===== src/rtl/core/upfr_pkg.sv =====
// Types and constants of the panel frame receiver.
package upfr_pkg;

	localparam logic [7:0] HEAD_PLAIN   = 8'd3;
	localparam logic [7:0] HEAD_EVENT   = 8'd6;
	localparam logic [7:0] ADDR_LOW     = 8'd1;
	localparam logic [7:0] ADDR_HIGH    = 8'd3;
	localparam logic [7:0] ADDR_FACTORY = 8'd3;
	localparam logic [7:0] MASK_RESET   = 8'd128;

	localparam logic [2:0] POS_HEAD  = 3'd0;
	localparam logic [2:0] POS_ADDR  = 3'd1;
	localparam logic [2:0] POS_KEY   = 3'd2;
	localparam logic [2:0] POS_HALL  = 3'd3;
	localparam logic [2:0] POS_CHECK = 3'd4;

	localparam logic [1:0] ACT_NONE  = 2'd0;
	localparam logic [1:0] ACT_SET   = 2'd1;
	localparam logic [1:0] ACT_CLEAR = 2'd2;
	localparam logic [1:0] ACT_SENS  = 2'd3;

	typedef struct packed {
		logic [2:0] pos;
		logic [7:0] sum;
	} upfr_ctrl_t;

	typedef struct packed {
		logic [7:0] addr;
		logic [7:0] key;
		logic [7:0] hall;
	} upfr_data_t;

	typedef struct packed {
		logic       frame_valid;
		logic       checksum_error;
		logic [7:0] key_value;
		logic       hall_bit;
		logic       key_event;
		logic [1:0] factory_action;
	} upfr_result_t;

endpackage


===== src/rtl/core/upfr_decode.sv =====
// Next-state and result logic for one received byte.
module upfr_decode import upfr_pkg::*; (
	input  upfr_ctrl_t   ctrl,
	input  upfr_data_t   data,
	input  logic [7:0]   rx_byte,
	input  logic         factory_hold,
	input  logic [7:0]   mask,
	output upfr_ctrl_t   ctrl_next,
	output upfr_data_t   data_next,
	output upfr_result_t result
);

	upfr_ctrl_t advance;
	upfr_ctrl_t restart;

	assign advance.pos = ctrl.pos + 3'd1;
	assign advance.sum = ctrl.sum + rx_byte;
	assign restart     = '0;

	always_comb begin
		ctrl_next = restart;
		data_next = data;
		result    = '0;
		if (!factory_hold) begin
			unique case (ctrl.pos)
				POS_HEAD: begin
					if (rx_byte == HEAD_PLAIN || rx_byte == HEAD_EVENT) ctrl_next = advance;
				end
				POS_ADDR: begin
					if (rx_byte >= ADDR_LOW && rx_byte <= ADDR_HIGH) begin
						ctrl_next      = advance;
						data_next.addr = rx_byte;
					end
				end
				POS_KEY: begin
					ctrl_next     = advance;
					data_next.key = rx_byte;
				end
				POS_HALL: begin
					ctrl_next      = advance;
					data_next.hall = rx_byte;
				end
				POS_CHECK: begin
					if (rx_byte == ctrl.sum) begin
						result.frame_valid = 1'b1;
						result.key_value   = data.key;
						result.hall_bit    = data.hall[0];
						result.key_event   = (data.key != 8'd0);
						if (data.addr == ADDR_FACTORY) result.factory_action = ACT_SET;
						else if ((data.key & mask) != 8'd0) result.factory_action = ACT_SENS;
						else result.factory_action = ACT_CLEAR;
					end else begin
						result.checksum_error = 1'b1;
					end
				end
				default: ctrl_next = restart;
			endcase
		end
	end

endmodule


===== src/rtl/core/uart_panel_frame_receiver.sv =====
// Top level of the panel frame receiver: byte input stage, frame decode, result register.
//
// Usage: each transaction on the rx channel (rx_valid/rx_ready) carries one UART
// byte and the factory_hold flag. Every byte yields exactly one transaction on the
// res channel (res_valid/res_ready). A good frame is head (3 or 6), address (1 to 3),
// key byte, hall byte and the 8-bit sum of those four; the result of its checksum
// byte carries frame_valid, key_value, hall_bit, key_event and factory_action.
// Any other byte gives a result that is all zero, except a wrong checksum, which
// sets checksum_error.
// A byte is taken into the input register at its accepting edge and its result is
// loaded into the result register when the input stage advances. Throughput: one
// byte per cycle while the res channel does not stall, set by the single decode step.
// A stalled receiver fills the result register and then the input register, so
// one more byte is taken after a result starts waiting; rx_ready then drops until
// res_ready returns. The user must write the sensitivity mask by mask_we/mask_wdata
// only while idle; the block itself does not enforce this. Reset empties both
// registers, returns the receiver to the head position and sets the mask to 128.
module uart_panel_frame_receiver import upfr_pkg::*; (
	input  logic       clk,
	input  logic       arst_n,
	input  logic       mask_we,
	input  logic [7:0] mask_wdata,
	input  logic       rx_valid,
	output logic       rx_ready,
	input  logic [7:0] rx_byte,
	input  logic       factory_hold,
	output logic       res_valid,
	input  logic       res_ready,
	output logic       frame_valid,
	output logic       checksum_error,
	output logic [7:0] key_value,
	output logic       hall_bit,
	output logic       key_event,
	output logic [1:0] factory_action
);

	logic [7:0]   sens_mask_q;
	logic         valid_s1;
	logic [7:0]   byte_s1;
	logic         hold_s1;
	logic         valid_s2;
	upfr_result_t result_s2;
	upfr_ctrl_t   ctrl_q;
	upfr_data_t   data_q;
	upfr_ctrl_t   ctrl_next;
	upfr_data_t   data_next;
	upfr_result_t result;
	logic         adv_s1;

	assign adv_s1   = valid_s1 && (!valid_s2 || res_ready);
	assign rx_ready = !valid_s1 || adv_s1;

	always_ff @(posedge clk or negedge arst_n) begin
		if (!arst_n) begin
			sens_mask_q <= MASK_RESET;
		end else if (mask_we) begin
			sens_mask_q <= mask_wdata;
		end
	end

	always_ff @(posedge clk or negedge arst_n) begin
		if (!arst_n) begin
			valid_s1 <= 1'b0;
			valid_s2 <= 1'b0;
			ctrl_q   <= '0;
		end else begin
			if (rx_ready) valid_s1 <= rx_valid;
			if (!valid_s2 || res_ready) valid_s2 <= valid_s1;
			if (adv_s1) ctrl_q <= ctrl_next;
		end
	end

	always_ff @(posedge clk) begin
		if (rx_ready && rx_valid) begin
			byte_s1 <= rx_byte;
			hold_s1 <= factory_hold;
		end
		if (adv_s1) begin
			data_q    <= data_next;
			result_s2 <= result;
		end
	end

	upfr_decode u_decode (
		.ctrl         (ctrl_q),
		.data         (data_q),
		.rx_byte      (byte_s1),
		.factory_hold (hold_s1),
		.mask         (sens_mask_q),
		.ctrl_next    (ctrl_next),
		.data_next    (data_next),
		.result       (result)
	);

	assign res_valid      = valid_s2;
	assign frame_valid    = result_s2.frame_valid;
	assign checksum_error = result_s2.checksum_error;
	assign key_value      = result_s2.key_value;
	assign hall_bit       = result_s2.hall_bit;
	assign key_event      = result_s2.key_event;
	assign factory_action = result_s2.factory_action;

endmodule


===== config.mk =====
export PLATFORM = sky130hd
export DESIGN_NAME = uart_panel_frame_receiver
export DESIGN_NICKNAME = d
export VERILOG_FILES = /design/src/rtl/core/upfr_pkg.sv /design/src/rtl/core/upfr_decode.sv /design/src/rtl/core/uart_panel_frame_receiver.sv
export SDC_FILE = /design/constraint.sdc
export NUM_CORES = 1
export LEC_CHECK = 0
export BUFFER_PORTS_ARGS = -buffer_cell sky130_fd_sc_hd__buf_2
export CAP_MARGIN = 20
export CORE_MARGIN = 5
export CORE_UTILIZATION = 40
export CTS_CLUSTER_SIZE = 24
export DETAILED_ROUTE_END_ITERATION = 10
export HOLD_SLACK_MARGIN = 0.03
export PLACE_DENSITY = 0.66
export SLEW_MARGIN = 0
export SYNTH_ARGS = -nofsm -noshare
export SYNTH_HDL_FRONTEND = slang
export SYNTH_SLANG_ARGS = --single-unit

===== constraint.sdc =====
create_clock -name clk -period 6.9 [get_ports clk]
set_clock_uncertainty 0.05 [all_clocks]
set_input_delay 0.69 -clock clk [delete_from_list [all_inputs] [get_ports clk]]
set_output_delay 0.69 -clock clk [all_outputs]
set_load 0.02 [all_outputs]

==> summary.md, run 1 <==
| Metric | Value |
|---|---|
| Number of gates resized after CTS | `0` |
| Vias | `1616` |
| CTS Hold Bufs | `0` |
| RD Place Congestion | `approximately 0.81` |
| Reg2Reg Setup Slack | `4.56 ns` |
| Max clock buf depth | `2` |
| Drt drc | `0` |
| Crit path kind | `reg2reg` |
| Hold Crit Class | `in2async` |
| Final HPWL DP | `3415 um` |
| Clk_lat worst skew | `0.34 ns` |
| Final hold viol count | `0` |
| Worst setup startpoint | `byte_s1[3]` |
| Placed Area | `2959 sq um` |
| First-pass GRT wire length | `8017 um` |
| Post-synthesis instance total | `roughly 190` |
| PortBufs | `37` |
| GRT Total Usage | `12.66%` |
| Clock Root Buffer | `clkbuf_8` |
| DR vias/cell | `a little over 5` |
| Worst r2r src | `byte_s1[3]` |
| Die width | `92.05 um` |
| Avg Inst Size Synth | `14.48 sq um` |
| Post-Place Cells | `300` |
| #FFs+latches synth | `61` |
| Layout cells sized above 1 | `30.08%` |
| Worst setup margin | `4.560 ns` |
| FMAX | `around 430 MHz` |
| Worst Hold Slack | `0.2608 ns` |
| Crit path time final | `around 2.3 ns` |
| CTS tree | `yes` |
| Grt ovf | `0` |
| Non-filler cells, final | `roughly 320` |
| Asr flop ratio synth | `34.43%` |
| Leakage | `1.287 nW` |
| # diodes | `0` |
| Vias in the first global route | `1645` |
| Nets | `266` |
| Post-synth EDFFs | `40` |
| Top_reg_cell synth | `edfxtp_1` |
| Initial DRC Count | `96` |
| Core Region | `~6700 sq um` |
| Num CTS Buffers | `9` |
| Pin slew with the least headroom to its limit | `between 0.5 and 0.6 ns` |
| Fill cells | `601` |
| WP data arrival | `2.48 ns` |
| Yosys cell types | `46` |
| Area of the mapped netlist | `2693 sq um` |
| # Post-CTS Setup Buffers | `0` |
| P&R area growth vs syn | `17.01%` |
| Post-route ant nets | `0` |
| Cell Pwr Density | `244.4 nW/um^2` |
| Pwr Total | `0.7701 mW` |
| Setup TNS after final layout | `0 ns` |
| Synth Warn # | `0` |
| Routed WL per cell | `15.32 um` |
| Pins Over Slew Limit | `0` |
| TritonRoute pass-1 iters | `4` |
| Clock-pin transition on the worst setup and hold timing paths | `0.07 ns` |
| Detailed Route WL | `4840 um` |
| Final setup viols | `0` |
| Post-synthesis sequential area ratio | `64.17%` |
| Clk sinks | `roughly 60` |
| Reg2reg end | `key_event` |
| CP Launch Type | `flop` |
| Die area | `8472 sq um` |
| Setup repair after global routing missed its margin | `no` |
| Initial Util | `between 40% and 50%` |
| I/O pin count | `38` |
| Status | `finished, final reports clean` |
| Period utilization | `33.91%` |
| Sequential cell area | `~1700 sq um` |
| Post-Place Setup Slack | `4.194 ns` |
| Reg2reg path depth | `6` |
| Worst Path Required | `7.04 ns` |
| CTS H-tree lvls | `3` |
| Core Util, Final | `47.15%` |
| Net Count, Synth | `roughly 220` |
| Crit-path max FO | `13` |
| VDD IR max | `0.1163 mV` |
| Slew headroom | `60.90%` |
| Crit path to | `key_event` |
| Initial antenna violation count | `0` |
| Design area | `3151 sq um` |
| Multi-input gate area | `just over 900 sq um` |
| FP Rows | `30` |
| Nature of the critical path endpoint | `flop` |
| Die Height | `between 90 and 100 um` |
| MaxCap Viol Count | `0` |
| Maximum number of pins on one net before global-route repair | `22` |
synthesized netlist by cell type, types with 2 or more instances:
master    number  share of area [%]
nand2_1        6               0.84
a22oi_1        2               0.56
o21ai_0        4               0.74
xnor2_1        4                1.3
nor2_1         9                1.3
o211ai_1       2               0.56
nand2b_1       4               0.93
a21oi_1        5               0.93
mux2_2         9                3.8
nor4_1         3               0.70
nor4_2         3                1.4
nand4_1        3               0.70
edfxtp_1      40                 45
xor2_1         2               0.65
and3_1         2               0.46
dfrtp_1       20                 19
a22o_1         8                2.6
nand3b_1       2               0.56
ha_1          12                5.6
nand3_1        2               0.37
clkbuf_1       2               0.28
nor4b_1        2               0.65
and2_1        12                2.8
inv_1          6               0.84
report_power, final:
group          internal (mW)  leakage, nW  switching, mW  total, mW
Clock                  0.169       0.0997          0.130      0.300
Combinational         0.0213        0.540         0.0310     0.0523
Sequential             0.407        0.647         0.0112      0.418
state kept, by name (all words and copies together) (netlist names):
register and flops:
byte_s1 8, checksum_error 1, ctrl_q 11, data_q 17
factory_action 2, frame_valid 1, hall_bit 1, hold_s1 1
key_event 1, key_value 8, res_valid 1, sens_mask_q 8
valid_s1 1
area by class of cell:
| class | count | area share (%) |
|---|---|---|
| tap | 80 | 3.177 |
| clock inverter | 1 | 0.1589 |
| timing repair buffer | 38 | 6.116 |
| inverter | 6 | 0.7149 |
| sequential | 61 | 54.85 |
| clock buffer | 15 | 5.917 |
| multi-input combinational | 115 | 29.07 |
cell usage in the layout, fill, tap and decap left out, types with 2 or more instances in the layout:
master / count
o211ai_1: 2
nor4_2: 3
a21oi_1: 5
clkbuf_1: 2
clkbuf_8: 13
inv_1: 6
nor2_1: 9
edfxtp_1: 40
and2_1: 12
ha_1: 12
and3_1: 2
xnor2_1: 4
xor2_1: 2
a22o_1: 8
dfrtp_1: 20
nor4_1: 3
nand3b_1: 2
mux2_2: 9
o21ai_0: 4
nand4_1: 3
nand3_1: 2
a22oi_1: 2
nand2_1: 6
nand2b_1: 4
nor4b_1: 2
buf_2: 37
worst min-delay path by stage:
stage	from	to	slack, ns
after floorplan	arst_n	ctrl_q[0]	0.34
after global placement	ctrl_q[0]	ctrl_q[0]	0.44
after detailed placement	ctrl_q[5]	ctrl_q[5]	0.45
after CTS	arst_n	valid_s1	0.27
after global routing	arst_n	sens_mask_q[3]	0.29
final	arst_n	sens_mask_q[4]	0.26
worst max-delay path: stages (launching register included):
cell      delay (ns)
edfxtp_1        0.49
ha_1            0.42
nor4_2          0.26
nand2_1         0.09
nor4_2          0.22
and4b_1         0.44
a21boi_0        0.22
cell families after synthesis:
family          synth area share, %
compound gates                9.665
xor+xnor                      1.952
fa+ha+maj                     6.320
buf+inv                       1.812
flops                         64.17
mux                           3.764
simple gates                  12.31
per-layer routing:
metal | GRT usage (%) | wire (um) | vias to the layer above
li1 | - | - | 791
met1 | 16.05 | 2271 | 775
met2 | 19.04 | 2214 | 43
met3 | 4.840 | 261 | 7
met4 | 5.941 | 93 | 0
met5 | 0 | 0 | -
(Power assumes the default switching activity.)
==> run 2, diff against run 1 <==
- PLACE_DENSITY: 0.66 -> 0.68
- clock period: 6.9 -> 2.1 ns (I/O delays scaled with it)
==> run 2 against run 1 <==
Effect of this change:
- flip-flop and latch count did not move
- non-clock buffer count rose by 31
- count of clock-buffer cells in the layout did not move
- cell area rose by 11%
- critical path depth rose by 1
- setup slack got worse by 4.5 ns
- total power rose to 3.5 times the previous value
- sequential power rose to 3.3 times the previous value
- first-iteration DRC count fell by 58%
- critical path type unchanged
- critical endpoint is now ctrl_q[6]
- largest power group unchanged
==> summary.md, run 2 (synthesis results as in run 1) <==
| Metric | Value |
|---|---|
| Maximum number of pins on one net before global-route repair | `22` |
| Vias in the first global route | `1781` |
| GRT Total Usage | `13.24%` |
| Slew headroom | `65.69%` |
| Initial antenna violation count | `0` |
| Setup TNS after final layout | `0 ns` |
| Crit-path max FO | `2` |
| TritonRoute pass-1 iters | `2` |
| Final setup viols | `0` |
| Commonest cells after routing, fill and taps aside | `40 x edfxtp_1, 37 x buf_2, 20 x dfrtp_1, 19 x buf_4` |
| Leakage | `around 1.4 nW` |
| FP Rows | `30` |
| # diodes | `0` |
| Nets | `297` |
| Grt ovf | `0` |
| Layout cells sized above 1 | `36.33%` |
| Detailed Route WL | `5383 um` |
| Core Region | `roughly 6700 sq um` |
| Crit-path cells | `ha_1 -> fa_1 -> a21oi_2 -> o211ai_1 -> a21oi_1 -> xnor2_1 -> a22o_1` |
| Post-Place Setup Slack | `0.03959 ns` |
| Status | `finished, final reports clean` |
| Initial Util | `between 40 and 50%` |
| Crit path time final | `between 2 and 2.5 ns` |
| Max clock buf depth | `2` |
| First-pass GRT wire length | `8535 um` |
| Post-route ant nets | `0` |
| CP Launch Type | `flop` |
| Hold Crit Class | `in2reg` |
| Commonest non-fill, non-tap cell in the layout | `edfxtp_1` |
| WP data arrival | `between 2 and 2.5 ns` |
| VDD IR max | `slightly below 0.6 mV` |
| Initial DRC Count | `40` |
| Cell Pwr Density | `761.3 nW/um^2` |
| Clk_lat worst skew | `roughly 0.33 ns` |
| I/O pin count | `38` |
| Die area | `~8500 sq um` |
| Clock-pin transition on the worst setup and hold timing paths | `~0.06 ns` |
| RD Place Congestion | `between 0.8 and 0.9` |
| P&R area growth vs syn | `29.88%` |
| DR vias/cell | `5.118` |
| Critical path's largest stage delay | `0.43 ns` |
| Die width | `92.05 um` |
| Pins Over Slew Limit | `0` |
| Number of flip-flops in the largest register | `17` |
| Final hold viol count | `0` |
| CTS H-tree lvls | `3` |
| MaxCap Viol Count | `0` |
| Pin slew with the least headroom to its limit | `0.5146 ns` |
| Cell family with most CP delay | `compound AO/OA/AOI/OAI gates` |
| Worst Path Required | `roughly 2.3 ns` |
| Nature of the critical path endpoint | `flop` |
| PortBufs | `37` |
| Num CTS Buffers | `9` |
| Worst Hold Slack | `0.05833 ns` |
| Clock Root Buffer | `clkbuf_8` |
| Clk sinks | `61` |
| Worst setup margin | `0.06002 ns` |
| Slowest CP cell | `fa_1` |
| Crit path kind | `reg2reg` |
| FMAX | `490.2 MHz` |
| Vias | `1776` |
| Drt drc | `0` |
| Core Util, Final | `52.34%` |
| Pwr Total | `2.662 mW` |
| Routed WL per cell | `15.51 um` |
| CP bufs+invs | `0` |
| Period utilization | `97.14%` |
| Die Height | `92.05 um` |
| Largest register by flop count | `data_q` |
| CTS tree | `yes` |
| Largest regs | `data_q (17), ctrl_q (11)` |
| Final HPWL DP | `3902 um` |
==> run 2: cell types whose count changed in the layout (fill, tap and decap cells not counted), moves of 2 or more <==
cell,before,now
dlygate4sd3_1,0,11
ha_4,0,3
ha_1,12,9
buf_4,1,19
buf_6,0,2
o21ai_2,0,2
==> run 2: path summary, 6_finish.rpt <==
path / slack (ns) / from / end / depth (start not counted)
max: 0.06 / byte_s1[0] / ctrl_q[6] / 7
min reg2reg: 0.46 / sens_mask_q[6] / sens_mask_q[6] / 1
max reg2reg: 0.06 / byte_s1[0] / ctrl_q[6] / 7
max in group asynchronous: 1.30 / arst_n / sens_mask_q[7] / 2
min in group asynchronous: 0.34 / arst_n / ctrl_q[0] / 2
min: 0.06 / mask_wdata[0] / sens_mask_q[0] / 2
==> run 2: what timing repair did <==
item | CTS | global route
endpoints found under the setup margin | 0 | 14
hold buffers | 11 | 0
resized for setup | 0 | 11
buffers inserted | 0 | 3
endpoints found under the hold margin | 30 | 0
==> run 2: layout make-up <==
class                   count  area, sq um
fillers                   570         3184
flip-flops and latches     61         1728
multi-input cells         115        979.7
repair buffers             69        460.4
clock buffers              15        176.4
well taps                  80        100.1
clock inverters             1        30.03
inverters                   6        22.52
==> run 2: layer usage <==
layer	share of wire (%)	vias to the layer above	GRT usage (%)	wire length, um
li1	-	855	-	-
met1	42	859	15.02	2275
met2	50	47	22.26	2684
met3	4.9	15	4.922	264
met4	2.9	0	5.817	158
met5	0	-	0	0
==> run 2: power breakdown <==
| part | switching (mW) | total, mW | internal, mW |
|---|---|---|---|
| clock network | 0.416 | 1.06 | 0.647 |
| logic | 0.127 | 0.235 | 0.108 |
| registers | 0.0270 | 1.36 | 1.34 |
| total | 0.570 | 2.66 | 2.09 |
==> run 2: metrics by stage <==
stage | std cells | instance area [sq um]
2_1_floorplan | 186 | 2699
3_3_place_gp | 317 | 3093
3_5_place_dp | 317 | 3093
4_1_cts | 344 | 3410
5_1_grt | 347 | 3497
6_report | 347 | 3497
==> run 3, diff against run 2 <==
- TNS_END_PERCENT: not set -> 10
- clock period: 2.1 -> 1.78 ns (I/O delays scaled with it)
==> run 3 against run 2 <==
Effect of this change:
- the flow now finishes with violations (setup timing)
- cell area rose by 5.5%
- routed wire length rose by 6.1%
- flip-flop and latch count did not move
- first-iteration DRC count rose by 38%
- register-to-register slack got worse by 0.24 ns
- non-clock buffer count rose by 20
- via count rose by 4.3%
- sequential share of layout area fell by 2.6 points
- critical path type unchanged
- largest cell class unchanged
- largest power group unchanged
- highest routed layer unchanged
==> summary.md, run 3 (synthesis results as in run 1) <==
| Metric | Value |
|---|---|
| Largest regs | `data_q (17), ctrl_q (11)` |
| Die Height | `92.05 um` |
| Hold Crit Class | `in2reg` |
| Final HPWL DP | `4121 um` |
| Reg2reg end | `key_event` |
| Setup repair after global routing missed its margin | `yes` |
| Critical path's largest stage delay | `0.44 ns` |
| P&R area growth vs syn | `37.08%` |
| First-pass GRT wire length | `9487 um` |
| Worst setup startpoint | `byte_s1[6]` |
| Slowest CP cell | `edfxtp_1` |
| FP Rows | `30` |
| Nature of the critical path endpoint | `flop` |
| Num CTS Buffers | `9` |
| MaxCap Viol Count | `0` |
| Reg2reg path depth | `7` |
| PortBufs | `37` |
| Pins Over Slew Limit | `0` |
| Final hold viol count | `0` |
| Max clock buf depth | `2` |
| Commonest non-fill, non-tap cell in the layout | `edfxtp_1` |
| Post-route ant nets | `0` |
| Post-Place Cells | `330` |
| Number of flip-flops in the largest register | `17` |
| WP data arrival | `2.11 ns` |
| GRT Total Usage | `14.79%` |
| Crit-path max FO | `13` |
| Cell family with most CP delay | `simple AND/OR/NAND/NOR gates` |
| Layout cells sized above 1 | `40.77%` |
| Post-Place Setup Slack | `-0.2425 ns` |
| Status | `finished with violations` |
| DR vias/cell | `5.049` |
| CP bufs+invs | `1` |
| Core Region | `roughly 6700 sq um` |
| Leakage | `between 1.5 and 2 nW` |
| I/O pin count | `38` |
| Crit path kind | `reg2reg` |
| Fill cells | `between 500 and 600` |
| Routed WL per cell | `15.57 um` |
| Reg2Reg Setup Slack | `-0.18 ns` |
| CP Launch Type | `flop` |
| Clk sinks | `61` |
| Commonest cells after routing, fill and taps aside | `40 x edfxtp_1, 37 x buf_2, 30 x buf_4, 20 x dfrtp_1, 19 x dlygate4sd3_1` |
| Detailed Route WL | `5714 um` |
| Worst r2r src | `byte_s1[6]` |
| CTS H-tree lvls | `3` |
| Final setup viols | `25` |
| Core Util, Final | `a little under three fifths` |
| CTS tree | `yes` |
| Clk_lat worst skew | `0.34 ns` |
| VDD IR max | `0.5714 mV` |
| Period utilization | `110.0%` |
| Nets | `317` |
| Crit-path cells | `ha_4 -> nor4_4 -> nand2_1 -> nor4_2 -> and4b_1 -> buf_6 -> a21boi_2` |
| Clock-pin transition on the worst setup and hold timing paths | `approximately 0.070 ns` |
| Worst setup margin | `-0.1786 ns` |
| Worst Path Required | `1.94 ns` |
| Stages on the worst setup path | `7` |
| Non-filler cells, final | `between 300 and 400` |
| RD Place Congestion | `0.8117` |
| Grt ovf | `0` |
| Die area | `8472 sq um` |
| Vias | `1853` |
| Vias in the first global route | `1979` |
| Pwr Total | `3.176 mW` |
| Clock Root Buffer | `clkbuf_8` |
| Pin slew with the least headroom to its limit | `0.5277 ns` |
| Die width | `slightly above 90 um` |
| Maximum number of pins on one net before global-route repair | `22` |
| Drt drc | `0` |
| FMAX | `510.6 MHz` |
| TritonRoute pass-1 iters | `4` |
| Initial antenna violation count | `0` |
| Largest register by flop count | `data_q` |
| Initial Util | `40.30%` |
| Crit path time final | `1.959 ns` |
| Initial DRC Count | `between 50 and 60` |
| Crit path to | `key_event` |
| Worst Hold Slack | `~0.10 ns` |
| Slew headroom | `64.82%` |
| Cell Pwr Density | `860.6 nW/um^2` |
| Failing checks | `setup timing` |
| # diodes | `0` |
run 3: changes by cell type in the layout (fill, tap and decap cells not counted), moves of 2 or more:
cell / previous run / this run
inv_1: 6 / 4
ha_2: 0 / 3
inv_2: 0 / 2
clkbuf_8: 12 / 9
clkinv_2: 0 / 3
dlygate4sd3_1: 11 / 19
buf_4: 19 / 30
ha_1: 9 / 6
run 3: report_power, final:
group | internal, mW | leakage [nW] | total, mW | switching (mW)
Combinational | 0.154 | 0.778 | 0.315 | 0.161
Sequential | 1.58 | 0.647 | 1.61 | 0.0299
Clock | 0.725 | 0.105 | 1.26 | 0.530
Total | 2.46 | 1.53 | 3.18 | 0.721
run 3: tightest hold or removal path, cell delays in order:
cell and delay (ns):
buf_2 0.08, nand3b_1 0.13, nand2b_1 0.06
run 3: layout make-up:
type / count / area [sq um] / share of cell area [%]
clock buffers: 12 / 156.4 / 4.237
clock inverters: 4 / 45.04 / 1.220
inverters: 6 / 22.52 / 0.6102
multi-input cells: 115 / 1005 / 27.22
flip-flops and latches: 61 / 1728 / 46.81
well taps: 80 / 100.1 / 2.712
repair buffers: 89 / 634.4 / 17.19
run 3: stage by stage:
step | setup TNS [ns] | cell area (sq um)
2_1_floorplan | -1.968 | 2745
3_3_place_gp | -1.378 | 3237
3_5_place_dp | -3.555 | 3237
4_1_cts | -3.207 | 3665
5_1_grt | -6.762 | 3691
6_report | -2.761 | 3691
run 3: what timing repair did:
action / in CTS / in global routing
endpoints found under the setup margin: 32 / 33
setup buffers: 1 / 1
hold endpoints to repair: 38 / 0
gates resized for setup: 9 / 3
pin swaps: 3 / 1
hold buffers: 19 / 0
run 3: worst min path at each step:
stage | endpoint | cells past startpoint | from
2_1_floorplan | ctrl_q[0] | 0 | arst_n
3_3_place_gp | ctrl_q[7] | 1 | arst_n
3_5_place_dp | ctrl_q[5] | 1 | arst_n
4_1_cts | valid_s1 | 3 | res_ready
5_1_grt | valid_s1 | 3 | res_ready
6_report | valid_s1 | 3 | res_ready
run 3: routing by layer:
metal	GRT usage [%]	share of wire, %	up-vias
li1	-	-	898
met1	16.60	42	891
met2	26.03	50	46
met3	2.543	4.0	18
met4	9.035	3.4	0
met5	0	0	-
